<file path="src/rtl/decimal_seven_segment_scan_defines.svh">
// ----------------------------------------------------------------------------
// decimal seven-segment scan: assertion macros
// shared concurrent assertion forms, clocked on i_clk, off during reset
// ----------------------------------------------------------------------------
`ifndef DECIMAL_SEVEN_SEGMENT_SCAN_DEFINES_SVH
`define DECIMAL_SEVEN_SEGMENT_SCAN_DEFINES_SVH

// same-cycle implication
`define DSS_ASSERT_NOW(label, ante, cons, msg) \
    label: assert property (@(posedge i_clk) disable iff (!i_rst_n) \
        (ante) |-> (cons)) else $error(msg);

// next-cycle implication
`define DSS_ASSERT_NEXT(label, ante, cons, msg) \
    label: assert property (@(posedge i_clk) disable iff (!i_rst_n) \
        (ante) |=> (cons)) else $error(msg);

`endif

</file>
<file path="src/rtl/dss_pkg.sv">
// ----------------------------------------------------------------------------
// dss_pkg
// widths, constants and the segment decode for the decimal seven-segment scan
// ----------------------------------------------------------------------------
`default_nettype none

package dss_pkg;

    localparam int DIGIT_COUNT = 8;
    localparam int VALUE_W     = 32;
    localparam int DIGIT_W     = 4;
    localparam int BCD_W       = DIGIT_COUNT * DIGIT_W;
    localparam int STEP_W      = $clog2(VALUE_W);
    localparam int POS_W       = 3;
    localparam int SEG_W       = 7;

    localparam logic [STEP_W-1:0] LAST_STEP     = STEP_W'(VALUE_W - 1);
    localparam logic [POS_W-1:0]  ONES_POSITION = 3'd7;

    typedef struct packed {
        logic start;
    } t_conv_ctrl;

    typedef struct packed {
        logic busy;
        logic done;
    } t_conv_stat;

    // common-cathode pattern, bit0 segment a to bit6 segment g
    function automatic logic [SEG_W-1:0] seg_code(input logic [DIGIT_W-1:0] digit);
        logic [SEG_W-1:0] code;
        case (digit)
            4'd0:    code = 7'h3F;
            4'd1:    code = 7'h06;
            4'd2:    code = 7'h5B;
            4'd3:    code = 7'h4F;
            4'd4:    code = 7'h66;
            4'd5:    code = 7'h6D;
            4'd6:    code = 7'h7D;
            4'd7:    code = 7'h07;
            4'd8:    code = 7'h7F;
            4'd9:    code = 7'h6F;
            default: code = 7'h00;
        endcase
        return code;
    endfunction

endpackage

`default_nettype wire

</file>
<file path="src/rtl/dss_if.sv">
// ----------------------------------------------------------------------------
// dss interfaces
// valid/ready channels for the number request and the digit results
// ----------------------------------------------------------------------------
`default_nettype none

interface dss_in_if;
    logic                         valid;
    logic                         ready;
    logic [dss_pkg::VALUE_W-1:0]  value;

    modport source (output valid, output value, input ready);
    modport sink   (input valid, input value, output ready);
endinterface

interface dss_out_if;
    logic                         valid;
    logic                         ready;
    logic [dss_pkg::POS_W-1:0]    digit_position;
    logic [dss_pkg::SEG_W-1:0]    segment_pattern;
    logic                         last_digit;

    modport source (output valid, output digit_position, output segment_pattern,
                    output last_digit, input ready);
    modport sink   (input valid, input digit_position, input segment_pattern,
                    input last_digit, output ready);
endinterface

`default_nettype wire

</file>
<file path="src/rtl/decimal_seven_segment_scan.sv">
// ----------------------------------------------------------------------------
// decimal_seven_segment_scan
// splits a number into decimal digits and sends one segment code per
// significant digit, ones digit first at tube position 7
// ----------------------------------------------------------------------------
//  channel  dir  payload                                        width
//  i_in     in   value                                          32
//  o_out    out  digit_position, segment_pattern, last_digit    3, 7, 1
//
//  an item with n = 1..8 significant digits runs in order: take the request,
//  run the bit-serial bcd conversion over the 32 input bits, load the digits,
//  then one digit into the output register per cycle while the output is not stalled
//  the next request is taken once the last digit sits in the output register
//  a stalled output holds the register and pauses the digit sequence
//  reset is synchronous and clears the sequencer and output valid
// ----------------------------------------------------------------------------
`default_nettype none
`include "decimal_seven_segment_scan_defines.svh"

module decimal_seven_segment_scan (
    input  wire         i_clk,
    input  wire         i_rst_n,
    dss_in_if.sink      i_in,
    dss_out_if.source   o_out
);
    import dss_pkg::*;

    localparam logic [1:0] ST_IDLE = 2'd0;
    localparam logic [1:0] ST_CONV = 2'd1;
    localparam logic [1:0] ST_EMIT = 2'd2;

    logic [1:0]       r_state;
    logic [BCD_W-1:0] r_digits;
    logic [POS_W-1:0] r_pos;
    logic             r_out_valid;
    logic [POS_W-1:0] r_out_pos;
    logic [SEG_W-1:0] r_out_seg;
    logic             r_out_last;

    t_conv_ctrl       conv_ctrl;
    t_conv_stat       conv_stat;
    logic [BCD_W-1:0] conv_bcd;

    logic             n_accept;
    logic             n_load;
    logic             n_last;
    logic [BCD_W-1:0] n_rest;

    assign n_accept        = i_in.valid && i_in.ready;
    assign conv_ctrl.start = n_accept;
    assign n_load          = (r_state == ST_EMIT) && (!r_out_valid || o_out.ready);
    assign n_rest          = r_digits >> DIGIT_W;
    assign n_last          = (n_rest == '0);

    dss_converter u_conv (
        .i_clk   (i_clk),
        .i_rst_n (i_rst_n),
        .i_ctrl  (conv_ctrl),
        .i_value (i_in.value),
        .o_stat  (conv_stat),
        .o_bcd   (conv_bcd)
    );

    always_ff @(posedge i_clk) begin
        if (!i_rst_n) begin
            r_state     <= ST_IDLE;
            r_out_valid <= 1'b0;
        end else begin
            if (o_out.valid && o_out.ready) begin
                r_out_valid <= 1'b0;
            end
            case (r_state)
                ST_IDLE: begin
                    if (n_accept) begin
                        r_state <= ST_CONV;
                    end
                end
                ST_CONV: begin
                    if (conv_stat.done) begin
                        r_state <= ST_EMIT;
                    end
                end
                ST_EMIT: begin
                    if (n_load) begin
                        r_out_valid <= 1'b1;
                        if (n_last) begin
                            r_state <= ST_IDLE;
                        end
                    end
                end
                default: begin
                    r_state <= ST_IDLE;
                end
            endcase
        end
    end

    always_ff @(posedge i_clk) begin
        if (r_state == ST_CONV && conv_stat.done) begin
            r_digits <= conv_bcd;
            r_pos    <= ONES_POSITION;
        end else if (n_load) begin
            r_digits   <= n_rest;
            r_pos      <= r_pos - 1'b1;
            r_out_pos  <= r_pos;
            r_out_seg  <= seg_code(r_digits[DIGIT_W-1:0]);
            r_out_last <= n_last;
        end
    end

    assign i_in.ready            = (r_state == ST_IDLE);
    assign o_out.valid           = r_out_valid;
    assign o_out.digit_position  = r_out_pos;
    assign o_out.segment_pattern = r_out_seg;
    assign o_out.last_digit      = r_out_last;

    `DSS_ASSERT_NOW(a_done_in_conv, conv_stat.done, r_state == ST_CONV, "conversion done out of turn")
    `DSS_ASSERT_NEXT(a_accept_conv, n_accept, r_state == ST_CONV && conv_stat.busy, "request not converting")
    `DSS_ASSERT_NEXT(a_last_idle, n_load && n_last, r_state == ST_IDLE && r_out_valid && r_out_last, "last digit not flagged")

endmodule

`default_nettype wire

</file>
<file path="src/rtl/dss_converter.sv">
// ----------------------------------------------------------------------------
// dss_converter
// shift-and-add-3 binary to bcd, one input bit per cycle, kept modulo the
// number of display digits
// ----------------------------------------------------------------------------
`default_nettype none
`include "decimal_seven_segment_scan_defines.svh"

module dss_converter (
    input  wire                          i_clk,
    input  wire                          i_rst_n,
    input  dss_pkg::t_conv_ctrl          i_ctrl,
    input  wire [dss_pkg::VALUE_W-1:0]   i_value,
    output dss_pkg::t_conv_stat          o_stat,
    output logic [dss_pkg::BCD_W-1:0]    o_bcd
);
    import dss_pkg::*;

    logic [VALUE_W-1:0] r_bin;
    logic [BCD_W-1:0]   r_bcd;
    logic [STEP_W-1:0]  r_cnt;
    logic               r_busy;
    logic               r_done;

    logic [BCD_W-1:0]   n_adj;
    logic [BCD_W-1:0]   n_bcd;
    logic [VALUE_W-1:0] n_bin;

    always_comb begin
        for (int d = 0; d < DIGIT_COUNT; d++) begin
            if (r_bcd[d*DIGIT_W +: DIGIT_W] >= 4'd5) begin
                n_adj[d*DIGIT_W +: DIGIT_W] = r_bcd[d*DIGIT_W +: DIGIT_W] + 4'd3;
            end else begin
                n_adj[d*DIGIT_W +: DIGIT_W] = r_bcd[d*DIGIT_W +: DIGIT_W];
            end
        end
        // top digit carry drops out: result stays modulo ten to the digit count
        n_bcd = {n_adj[BCD_W-2:0], r_bin[VALUE_W-1]};
        n_bin = {r_bin[VALUE_W-2:0], 1'b0};
    end

    always_ff @(posedge i_clk) begin
        if (!i_rst_n) begin
            r_busy <= 1'b0;
            r_done <= 1'b0;
            r_cnt  <= '0;
        end else begin
            r_done <= 1'b0;
            if (i_ctrl.start && !r_busy) begin
                r_busy <= 1'b1;
                r_cnt  <= '0;
            end else if (r_busy) begin
                r_cnt <= r_cnt + 1'b1;
                if (r_cnt == LAST_STEP) begin
                    r_busy <= 1'b0;
                    r_done <= 1'b1;
                end
            end
        end
    end

    always_ff @(posedge i_clk) begin
        if (i_ctrl.start && !r_busy) begin
            r_bin <= i_value;
            r_bcd <= '0;
        end else if (r_busy) begin
            r_bin <= n_bin;
            r_bcd <= n_bcd;
        end
    end

    assign o_stat.busy = r_busy;
    assign o_stat.done = r_done;
    assign o_bcd       = r_bcd;

    `DSS_ASSERT_NEXT(a_start_busy, i_ctrl.start && !r_busy, r_busy, "start did not begin conversion")
    `DSS_ASSERT_NOW(a_done_idle, r_done, !r_busy, "done while still converting")
    `DSS_ASSERT_NEXT(a_last_done, r_busy && r_cnt == LAST_STEP, r_done && !r_busy, "missing done")
    `DSS_ASSERT_NOW(a_start_free, i_ctrl.start, !r_busy, "start while busy")

endmodule

`default_nettype wire
</file>
<file path="src/flat_wrapper.sv">
// flat-port wrapper written by rule: the top's interface ports become plain ports
module decimal_seven_segment_scan_flat import dss_pkg::*;
  (i_clk, i_rst_n, i_in_valid, i_in_value, i_in_ready, o_out_valid, o_out_digit_position, o_out_segment_pattern, o_out_last_digit, o_out_ready);
  dss_in_if i_in_i ();
  dss_out_if o_out_i ();
  input  wire i_clk;
  input  wire i_rst_n;
  input wire logic [$bits(i_in_i.valid)-1:0] i_in_valid;
  input wire logic [$bits(i_in_i.value)-1:0] i_in_value;
  output wire logic [$bits(i_in_i.ready)-1:0] i_in_ready;
  output wire logic [$bits(o_out_i.valid)-1:0] o_out_valid;
  output wire logic [$bits(o_out_i.digit_position)-1:0] o_out_digit_position;
  output wire logic [$bits(o_out_i.segment_pattern)-1:0] o_out_segment_pattern;
  output wire logic [$bits(o_out_i.last_digit)-1:0] o_out_last_digit;
  input wire logic [$bits(o_out_i.ready)-1:0] o_out_ready;
  assign i_in_i.valid = i_in_valid;
  assign i_in_i.value = i_in_value;
  assign i_in_ready = i_in_i.ready;
  assign o_out_valid = o_out_i.valid;
  assign o_out_digit_position = o_out_i.digit_position;
  assign o_out_segment_pattern = o_out_i.segment_pattern;
  assign o_out_last_digit = o_out_i.last_digit;
  assign o_out_i.ready = o_out_ready;
  decimal_seven_segment_scan u_core (.i_clk(i_clk), .i_rst_n(i_rst_n), .i_in(i_in_i), .o_out(o_out_i));
endmodule
</file>
<file path="config.mk">
export PLATFORM = sky130hd
export DESIGN_NAME = decimal_seven_segment_scan_flat
export DESIGN_NICKNAME = d
export VERILOG_FILES = /design/src/rtl/dss_pkg.sv /design/src/rtl/dss_if.sv /design/src/rtl/decimal_seven_segment_scan.sv /design/src/rtl/dss_converter.sv /design/src/flat_wrapper.sv
export VERILOG_INCLUDE_DIRS = /design/src /design/src/rtl
export SDC_FILE = /design/constraint.sdc
export NUM_CORES = 1
export LEC_CHECK = 0
export ABC_AREA = 1
export BUFFER_PORTS_ARGS = -buffer_cell sky130_fd_sc_hd__buf_2
export CORE_MARGIN = 2
export CORE_UTILIZATION = 54
export DETAILED_ROUTE_END_ITERATION = 6
export PLACE_DENSITY_LB_ADDON = 0.15
export REMOVE_ABC_BUFFERS = 1
export SLEW_MARGIN = 20
export SYNTH_ARGS = -nofsm -noshare
export SYNTH_HDL_FRONTEND = slang
export SYNTH_HIERARCHICAL = 1
export SYNTH_SLANG_ARGS = --single-unit
</file>
<file path="constraint.sdc">
create_clock -name i_clk -period 2 [get_ports i_clk]
set_clock_uncertainty 0.1 [all_clocks]
set_input_delay 0.2 -clock i_clk [delete_from_list [all_inputs] [get_ports i_clk]]
set_output_delay 0.2 -clock i_clk [all_outputs]
set_load 0.02 [all_outputs]
</file>
-- After elaboration in Yosys (flattened, before gate mapping)
Memories as Yosys holds them, arrays and structs flattened. A register that Yosys moved wholly into a read port is not among the register bits.
Index checks and enable logic that the tools add are counted.
- order comparisons: 8
- equality and inequality tests: 7
- divide/modulo/power cells: 0
- reductions and logical operators: 16
- $add $sub $neg: 10
- bitwise gates (word level): 3
- shifts and indexed selects: 0
- $mul: 0
- muxes and demuxes: 24
- operator list (operator ; number):
    32-bit 2-to-1 mux ; 4
    4-bit by 3-bit >= comparator with 1-bit output (second input constant) ; 8
    32-bit logical NOT ; 1
    4-bit by 2-bit adder with 4-bit output (second input constant) ; 7
    4-bit 2-to-1 mux ; 7
    2-bit 2-to-1 mux ; 4
    1-bit 2-to-1 mux ; 7
    2-bit case mux with 3 select lines ; 1
    5-bit by 1-bit adder with 5-bit output (second input constant) ; 1
    5-bit equality test (second input constant) ; 1
    1-bit logical AND ; 5
    2-bit by 1-bit != test with 1-bit output (second input constant) ; 2
    2-bit != test (second input constant) ; 2
    4-bit AND reduction ; 1
    2-bit nonzero test ; 2
    3-bit by 2-bit adder with 3-bit output (second input constant) ; 1
    3-bit 2-to-1 mux ; 1
    1-bit inverter ; 3
    3-bit OR reduction ; 1
    3-bit by 1-bit subtractor with 3-bit output (second input constant) ; 1
    2-bit by 1-bit equality test with 1-bit output (second input constant) ; 1
    2-bit equality test (second input constant) ; 1
    1-bit logical NOT ; 2
    2-bit logical NOT ; 1
    other kinds (3) ; 3
- bits in latches: 0
- word-level logic and storage cells: 80
- bits in writable memories: 0
- bits of input ports: 36
- output and inout bits: 13
- memories kept: 1
- register bits: 113
- ROM bits: 112
- memories (memory ; depth ; width ; read ports ; clocked after memory_dff ; write ports ; line ; source):
    (name not given) ; 16 ; 7 ; 1 ; 1 ; 0 ; dss_pkg.sv:32 ; case (digit)

-- Longest topological paths before layout
Gate-level depths: netlist of run 1.
- word-level depth: 5
- depth in mapped cells: 10
- depth with buffers taken out: 10

-- Hierarchy
The synthesis of run 1 kept the hierarchy.
- modules (own cells, without submodules) (module ; cells each ; times used ; seq. area each (sq um) ; area an instance (sq um)):
    dss_converter ; 464 ; 1 ; 1741.7 ; 3558.4
    decimal_seven_segment_scan ; 227 ; 1 ; 1411.4 ; 2378.5

-- Worst setup path before layout of run 1
OpenSTA, ideal clock, no wires.
- path kind: register to register
- start: reg u_core.r_state[1]
- end: reg u_core.r_digits[0], enable pin
- data arrival time: 1643 ps
- data required time: 1511 ps
- stages on the path, launching flop included: 7
- path slack: -133 ps
- clock period less this slack: 2133 ps
- setup time: 389 ps
- buffers on the path: 0
- cell sequence: dfxtp_1 -> inv_1 -> nor2_2 -> inv_2 -> nor2_4 -> inv_1 -> nand2_1
- word-level cells in the longest chain between the ends: 3
- elaborated cells on any way between the ends: 5
- those cells by class: eq/ne: 2; reduce/logical: 3
- ends and longest elaborated chain (what ; line ; source):
    start, declared ; decimal_seven_segment_scan.sv:32 ; logic [1:0] r_state;
    start signal, assigned ; decimal_seven_segment_scan.sv:66 ; r_state <= ST_IDLE;
    start signal, assigned ; decimal_seven_segment_scan.sv:75 ; r_state <= ST_CONV;
    start signal, assigned ; decimal_seven_segment_scan.sv:80 ; r_state <= ST_EMIT;
    2-bit by 1-bit equality test with 1-bit output or 2-bit equality test (tied branches) ; decimal_seven_segment_scan.sv:99, decimal_seven_segment_scan.sv:51 ;
    1-bit logical AND (on tied branches) ; decimal_seven_segment_scan.sv:99, decimal_seven_segment_scan.sv:51 ;
    2-bit nonzero test (no source line) * ; n/a ;
    end signal, assigned ; decimal_seven_segment_scan.sv:100 ; r_digits <= conv_bcd;
    end signal, assigned ; decimal_seven_segment_scan.sv:103 ; r_digits <= n_rest;
    end, declared ; decimal_seven_segment_scan.sv:33 ; logic [BCD_W-1:0] r_digits;
Every way passes the cells marked *; elsewhere a longest branch is shown, timed or not.
A chain may end at the register's enable or synchronous reset.

-- Worst setup path in the final report of run 1
- start: reg u_core.r_state[0]
- end: reg u_core.u_conv.r_cnt[2]
- word-level cells in the longest chain between the ends: 4
- ends and longest elaborated chain (what ; line ; source):
    2-bit logical NOT ; decimal_seven_segment_scan.sv:111 ; assign i_in.ready = (r_state == ST_IDLE);
    1-bit logical AND ; decimal_seven_segment_scan.sv:49 ; assign n_accept = i_in.valid && i_in.ready;
    via u_core.conv_ctrl ; decimal_seven_segment_scan.sv:40 ; t_conv_ctrl conv_ctrl;
    1-bit logical AND ; dss_converter.sv:49 ; if (i_ctrl.start && !r_busy) begin
    2-bit OR reduction (no source line) ; n/a ;
    end signal, assigned ; dss_converter.sv:53 ; r_cnt <= r_cnt + 1'b1;
    end, declared ; dss_converter.sv:21 ; logic [STEP_W-1:0] r_cnt;
The timed path passes the listed nets, and every way through them passes these cells.

==> run_summary.xml, run 1 <==
<?xml version="1.0" encoding="UTF-8"?>
<metrics>
  <group name="detailed_routing">
    <metric name="detailed_route_wire_length_per_cell" unit="um">12.8</metric>
    <metric name="via_per_inst" unit="">4.98</metric>
    <metric name="route.vias.total" unit="">4660</metric>
    <metric name="dr.pass1.iters" unit="">5</metric>
    <metric name="first_iter_violations" unit="">188</metric>
    <metric name="antenna_violating_nets_post_route" unit="">0</metric>
    <metric name="drt-total-wl" unit="um">12000</metric>
    <metric name="dr_drc_count" unit="">0</metric>
  </group>
  <group name="critical_path">
    <metric name="path_max_fanout" unit="">27</metric>
    <metric name="rr_worst_depth" unit="">7</metric>
    <metric name="startpoint" unit="">u_core/r_state[0]</metric>
    <metric name="capture_point_of_the_worst_reg_to_reg_path" unit="">u_core/u_conv/r_cnt[2]</metric>
    <metric name="setup.worst_path.class" unit="">flop to flop</metric>
    <metric name="critical_path_arrival" unit="ps">2040</metric>
    <metric name="rr_startpoint" unit="">u_core/r_state[0]</metric>
    <metric name="r2r_setup_slack" unit="ps">290</metric>
    <metric name="worstSetupEndpointType" unit="">flop</metric>
    <metric name="critPathRequiredTime" unit="ps">2330</metric>
    <metric name="start_kind" unit="">flop</metric>
  </group>
  <group name="timing">
    <metric name="timing.final.setup_violations" unit="">0</metric>
    <metric name="relSlewSlack" unit="%">72.0</metric>
    <metric name="maxClockFrequency" unit="MHz">586</metric>
    <metric name="period_needed" unit="ps">1710</metric>
    <metric name="drv_slew" unit="">0</metric>
    <metric name="worst_slew_pin_slew" unit="ps">417</metric>
    <metric name="hold-worst-slack" unit="ps">361</metric>
    <metric name="post-route-period-util" unit="%">85.3</metric>
    <metric name="finalHoldViolCount" unit="">0</metric>
    <metric name="grt_setup_unrepaired" unit="">no</metric>
    <metric name="timing.setup.tns" unit="ps">0</metric>
  </group>
  <group name="power_and_ir_drop">
    <metric name="p_leak" unit="nW">3.39</metric>
    <metric name="cellPowerDensity" unit="nW/um^2">891</metric>
    <metric name="design_power_total" unit="mW">6.47</metric>
    <metric name="vdd_ir_drop_max" unit="mV">0.498</metric>
  </group>
  <group name="cts">
    <metric name="clk_pin_slew" unit="ps">60</metric>
    <metric name="clk_latency" unit="ps">510</metric>
    <metric name="cts_made_buffers" unit="">17</metric>
    <metric name="clock_path_buffers" unit="">2</metric>
    <metric name="cts_tree" unit="">yes</metric>
    <metric name="cts_setup_buffers" unit="">0</metric>
    <metric name="numClockSinks" unit="">120</metric>
    <metric name="htreeDepth" unit="">4</metric>
    <metric name="cts_repair_resize_count" unit="">0</metric>
    <metric name="clockRootBuffer" unit="">sky130_fd_sc_hd__clkbuf_8</metric>
  </group>
  <group name="synth">
    <metric name="postSynthCellCount" unit="">690</metric>
    <metric name="mapped_area" unit="um^2">5930</metric>
    <metric name="avgSynthCellArea" unit="um^2">8.59</metric>
    <metric name="synth_warnings" unit="">6</metric>
  </group>
  <group name="global_routing">
    <metric name="first_global_vias" unit="">4493</metric>
    <metric name="grt-ovfl-total" unit="">0</metric>
    <metric name="grt_max_degree" unit="">34</metric>
    <metric name="grt_util_all_layers" unit="%">22.2</metric>
    <metric name="grt_first_pass_wirelength" unit="um">20200</metric>
    <metric name="grt_antenna_before_repair" unit="">0</metric>
  </group>
  <group name="cells_and_area">
    <metric name="final_cell_area" unit="um^2">7260</metric>
    <metric name="area_delta_synth_final" unit="%">22.4</metric>
    <metric name="finalCoreUtilization" unit="%">67.3</metric>
    <metric name="share_of_layout_cells_above_drive_strength_1" unit="%">16.0</metric>
    <metric name="finish.net_count" unit="">844</metric>
    <metric name="insertedDiodeCount" unit="">0</metric>
  </group>
  <group name="floorplan">
    <metric name="chipWidth" unit="um">109</metric>
    <metric name="die-area" unit="um^2">11800</metric>
    <metric name="io_pins" unit="">49</metric>
    <metric name="core_area" unit="um^2">10800</metric>
    <metric name="start_util" unit="%">54.9</metric>
    <metric name="row_count" unit="">38</metric>
    <metric name="dieHeight" unit="um">109</metric>
  </group>
  <group name="placement">
    <metric name="place.gp.congestion" unit="">0.763</metric>
    <metric name="detailed_place.area" unit="um^2">6300</metric>
    <metric name="port_buffers" unit="">48</metric>
    <metric name="hpwlAfterDp" unit="um">7960</metric>
  </group>
  <group name="worst_hold_path">
    <metric name="hold_startpoint" unit="">u_core/r_pos[0]</metric>
    <metric name="hold-path-cell-count" unit="">0</metric>
    <metric name="timing.hold.worst_endpoint" unit="">u_core/o_out.digit_position[0]</metric>
    <metric name="classification_of_the_worst_slack_hold_path" unit="">flop to flop</metric>
  </group>
  <group name="run">
    <metric name="cap_violations" unit="">0</metric>
  </group>
  <group name="run_status">
    <metric name="outcome" unit="">finished, final reports clean</metric>
  </group>
</metrics>
## flip-flops by register name, indices dropped and copies added (netlist names)
register and cells:
u_core/u_conv/r_done 1, u_core/u_conv/o_bcd 32, u_core/r_digits 32, u_core/o_out.segment_pattern 7, u_core/r_pos 3, u_core/o_out.valid 1, u_core/r_state 2, u_core/u_conv/r_busy 1
u_core/o_out.digit_position 3, u_core/o_out.last_digit 1, u_core/u_conv/r_cnt 5, u_core/u_conv/r_bin 32
## critical path: stages (launching register included)
cell and delay, ps:
sky130_fd_sc_hd__dfxtp_1 420, sky130_fd_sc_hd__nor2_1 90, sky130_fd_sc_hd__nand2_1 80, sky130_fd_sc_hd__inv_1 100
sky130_fd_sc_hd__nand2_4 270, sky130_fd_sc_hd__buf_4 260, sky130_fd_sc_hd__nand2_2 120, sky130_fd_sc_hd__nor3_1 180
## metal layers
layer | routed length [um] | vias to the layer above | track usage, %
met3 | 342 | 25 | 4.12
met5 | 0 | - | 0
met4 | 297 | 0 | 11.1
met2 | 6180 | 74 | 37.9
met1 | 5180 | 2161 | 27.0
li1 | - | 2400 | -
## cell type report
cell class                      count  area, um^2
Clock buffer                       23         467
Clock inverter                      9         145
Fill cell                         853        3530
Inverter                           86         328
Multi-Input combinational cell    463        2290
Sequential cell                   120        3150
Tap cell                          140         175
Timing Repair Buffer               95         706
## how the worst max path moves through the flow
stage | end | slack (ps) | depth (start not counted)
finish | u_core/u_conv/r_cnt[2] | 290 | 7
global route | u_core/u_conv/r_bin[16] | 130 | 7
CTS | u_core/u_conv/r_cnt[2] | 280 | 7
detailed placement | u_core/u_conv/r_cnt[2] | 310 | 7
global placement | u_core/u_conv/r_bin[2] | 360 | 7
floorplan | u_core/r_digits[0] | -350 | 3
## power breakdown
part	internal (mW)	total (mW)	switching (mW)
sequential	2.79	2.86	0.0696
clock	2.11	3.11	1.00
combinational	0.201	0.495	0.294
total	5.10	6.47	1.37
## cells in the final DEF (no fill, tap or decap), types with 4 or more instances in the layout
cell type	count
sky130_fd_sc_hd__nand2_1	255
sky130_fd_sc_hd__inv_1	81
sky130_fd_sc_hd__edfxtp_1	75
sky130_fd_sc_hd__nand3_1	57
sky130_fd_sc_hd__buf_2	48
sky130_fd_sc_hd__nor2_1	47
sky130_fd_sc_hd__dfxtp_1	45
sky130_fd_sc_hd__dlygate4sd3_1	35
sky130_fd_sc_hd__ha_1	25
sky130_fd_sc_hd__a21oi_2	23
sky130_fd_sc_hd__a21oi_1	17
sky130_fd_sc_hd__clkbuf_16	16
sky130_fd_sc_hd__o21ai_0	13
sky130_fd_sc_hd__buf_4	10
sky130_fd_sc_hd__clkinv_2	5
sky130_fd_sc_hd__nor3_1	5
sky130_fd_sc_hd__clkbuf_8	4
sky130_fd_sc_hd__bufinv_16	4
sky130_fd_sc_hd__mux2_2	4
## metrics by stage
step	worst slack (ps)	std cells
6_report	294	936
5_1_grt	129	936
4_1_cts	280	936
3_5_place_dp	314	869
3_3_place_gp	364	869
2_1_floorplan	-349	669
## repair_timing
item | CTS | global route
hold endpoints to repair | 42 | 0
endpoints found under the setup margin | 0 | 0
hold buffers | 35 | 0
Power figures use the tool's default switching activity.
==> run 2: changes to the inputs <==
- ABC_AREA: 1 -> 0
- CORE_MARGIN: 2 -> 4
- GPL_ROUTABILITY_DRIVEN: default -> 0
==> run 2 against run 1 <==
Flip-flop and latch count is the same; cell count shrank 23%; via count shrank 12%; worst setup slack lost 88 ps; power grew 3.7%; critical path type unchanged; highest routed layer unchanged; core utilization grew 1.9 points; combinational power grew 37%; global-route usage shrank 3.0 points; sequential power grew 3%; sequential share of layout area is essentially flat; wire length shrank 4.0%.
==> run_summary.xml, run 2 <==
<?xml version="1.0" encoding="UTF-8"?>
<metrics>
  <group name="power_and_ir_drop">
    <metric name="vdd_ir_drop_max" unit="mV">0.615</metric>
    <metric name="cellPowerDensity" unit="nW/um^2">923</metric>
    <metric name="design_power_total" unit="mW">6.71</metric>
    <metric name="p_leak" unit="nW">2.90</metric>
  </group>
  <group name="detailed_routing">
    <metric name="detailed_route_wire_length_per_cell" unit="um">16.0</metric>
    <metric name="via_per_inst" unit="">5.66</metric>
    <metric name="dr.pass1.iters" unit="">4</metric>
    <metric name="drt-total-wl" unit="um">11500</metric>
    <metric name="first_iter_violations" unit="">285</metric>
    <metric name="antenna_violating_nets_post_route" unit="">0</metric>
    <metric name="route.vias.total" unit="">4090</metric>
    <metric name="dr_drc_count" unit="">0</metric>
  </group>
  <group name="floorplan">
    <metric name="die-area" unit="um^2">12700</metric>
    <metric name="core_area" unit="um^2">10500</metric>
    <metric name="io_pins" unit="">49</metric>
    <metric name="start_util" unit="%">56.3</metric>
    <metric name="chipWidth" unit="um">113</metric>
    <metric name="row_count" unit="">37</metric>
    <metric name="dieHeight" unit="um">113</metric>
  </group>
  <group name="cells_and_area">
    <metric name="insertedDiodeCount" unit="">0</metric>
    <metric name="area_delta_synth_final" unit="%">22.8</metric>
    <metric name="layout_commonest_cell" unit="">sky130_fd_sc_hd__edfxtp_1</metric>
    <metric name="final-instance-count-excl-fill" unit="">722</metric>
    <metric name="finish.net_count" unit="">634</metric>
    <metric name="layout_fillers" unit="">780</metric>
    <metric name="share_of_layout_cells_above_drive_strength_1" unit="%">26.5</metric>
    <metric name="commonest_cells_after_routing_fill_and_taps_aside" unit="">sky130_fd_sc_hd__edfxtp_1, sky130_fd_sc_hd__buf_2, sky130_fd_sc_hd__mux2_2</metric>
  </group>
  <group name="placement">
    <metric name="dp.cells" unit="">654</metric>
    <metric name="hpwlAfterDp" unit="um">7250</metric>
    <metric name="dpl_worst_slack" unit="ps">250</metric>
    <metric name="port_buffers" unit="">48</metric>
  </group>
  <group name="critical_path">
    <metric name="cpMaxStageDelayCell" unit="">sky130_fd_sc_hd__mux2_2</metric>
    <metric name="path_max_fanout" unit="">32</metric>
    <metric name="critical_path_arrival" unit="ps">1960</metric>
    <metric name="setup.worst_path.class" unit="">flop to flop</metric>
    <metric name="top_family_by_delay_on_critical_path" unit="">simple AND/OR/NAND/NOR gates</metric>
    <metric name="critPathRequiredTime" unit="ps">2170</metric>
    <metric name="path_cells" unit="">nor2_1, and2_1, inv_1, nor2_2, buf_12, mux2_2</metric>
    <metric name="worst_path_max_stage_delay" unit="ps">370</metric>
    <metric name="worstSetupEndpointType" unit="">flop</metric>
    <metric name="start_kind" unit="">flop</metric>
    <metric name="worst-path-buf-inv" unit="">2</metric>
  </group>
  <group name="cts">
    <metric name="cts_repair_resize_count" unit="">0</metric>
    <metric name="clockRootBuffer" unit="">sky130_fd_sc_hd__clkbuf_8</metric>
    <metric name="cts_made_buffers" unit="">17</metric>
    <metric name="clock_path_buffers" unit="">2</metric>
    <metric name="numClockSinks" unit="">120</metric>
    <metric name="htreeDepth" unit="">4</metric>
    <metric name="cts_tree" unit="">yes</metric>
    <metric name="clk_pin_slew" unit="ps">60</metric>
    <metric name="clk_latency" unit="ps">520</metric>
  </group>
  <group name="timing">
    <metric name="worst_slew_pin_slew" unit="ps">512</metric>
    <metric name="timing.final.setup_violations" unit="">0</metric>
    <metric name="post-route-worst-setup-slack" unit="ps">206</metric>
    <metric name="relSlewSlack" unit="%">65.8</metric>
    <metric name="hold-worst-slack" unit="ps">358</metric>
    <metric name="drv_slew" unit="">0</metric>
    <metric name="period_needed" unit="ps">1790</metric>
    <metric name="finalHoldViolCount" unit="">0</metric>
    <metric name="timing.setup.tns" unit="ps">0</metric>
    <metric name="maxClockFrequency" unit="MHz">557</metric>
    <metric name="grt_setup_unrepaired" unit="">no</metric>
    <metric name="post-route-period-util" unit="%">89.7</metric>
  </group>
  <group name="global_routing">
    <metric name="grt_max_degree" unit="">39</metric>
    <metric name="grt_antenna_before_repair" unit="">0</metric>
    <metric name="grt-ovfl-total" unit="">0</metric>
    <metric name="grt_util_all_layers" unit="%">19.2</metric>
    <metric name="first_global_vias" unit="">4149</metric>
    <metric name="grt_first_pass_wirelength" unit="um">19700</metric>
  </group>
  <group name="synth">
    <metric name="postSynthCellCount" unit="">484</metric>
    <metric name="mapped_area" unit="um^2">5920</metric>
    <metric name="avgSynthCellArea" unit="um^2">12.2</metric>
    <metric name="synth_warnings" unit="">6</metric>
  </group>
  <group name="run">
    <metric name="cap_violations" unit="">0</metric>
  </group>
  <group name="run_status">
    <metric name="outcome" unit="">finished, final reports clean</metric>
  </group>
  <group name="worst_hold_path">
    <metric name="classification_of_the_worst_slack_hold_path" unit="">flop to flop</metric>
  </group>
</metrics>
==> run 2: path summary, 6_finish.rpt <==
path                                                  endpoint               from  depth (start not counted)  slack [ps]
worst max-delay path                   u_core/u_conv/r_bin[12]  u_core/r_state[0]                          6         210
worst max register to register         u_core/u_conv/r_bin[12]  u_core/r_state[0]                          6         210
worst min register to register  u_core/o_out.digit_position[1]    u_core/r_pos[1]                          0         360
worst min-delay path            u_core/o_out.digit_position[1]    u_core/r_pos[1]                          0         360
==> run 2: stage by stage <==
step	util, %	area [um^2]
floorplan	-	5750
global placement	60.0	6310
detailed placement	60.0	6310
CTS	69.1	7270
global route	69.1	7270
finish	69.1	7270
==> run 2: final cells by class <==
cell class / instances / area, um^2 / area share, %
Sequential cell: 120 / 3150 / 43.4
Inverter: 31 / 116 / 1.60
Clock buffer: 17 / 414 / 5.70
Timing Repair Buffer: 96 / 741 / 10.2
Multi-Input combinational cell: 307 / 2490 / 34.2
Clock inverter: 15 / 184 / 2.53
Tap cell: 136 / 170 / 2.34
==> run 2: worst reg2reg max path: cells and delay by family (launching register included) <==
kind          cells  cell delay (ps)
flops             1              340
simple gates      3              440
buf+inv           2              270
mux               1              390
==> run 2: repair_timing <==
item	in CTS	in global routing
buffers inserted	0	0
endpoints found under the hold margin	42	0
hold buffers	36	0
==> run 2: report_power, final <==
group | switching [mW] | internal [mW]
sequential | 0.158 | 2.81
clock | 1.07 | 2.00
combinational | 0.333 | 0.344
total | 1.56 | 5.15
==> run 2: metal layers <==
layer / global-route usage [%] / up-vias / share of wire, % / wire [um]
met1: 23.9 / 1970 / 45 / 5170
li1: - / 2029 / - / -
met3: 5.78 / 17 / 3.9 / 444
met4: 6.97 / 0 / 1.5 / 178
met5: 0 / - / 0 / 0
met2: 31.8 / 74 / 50 / 5730
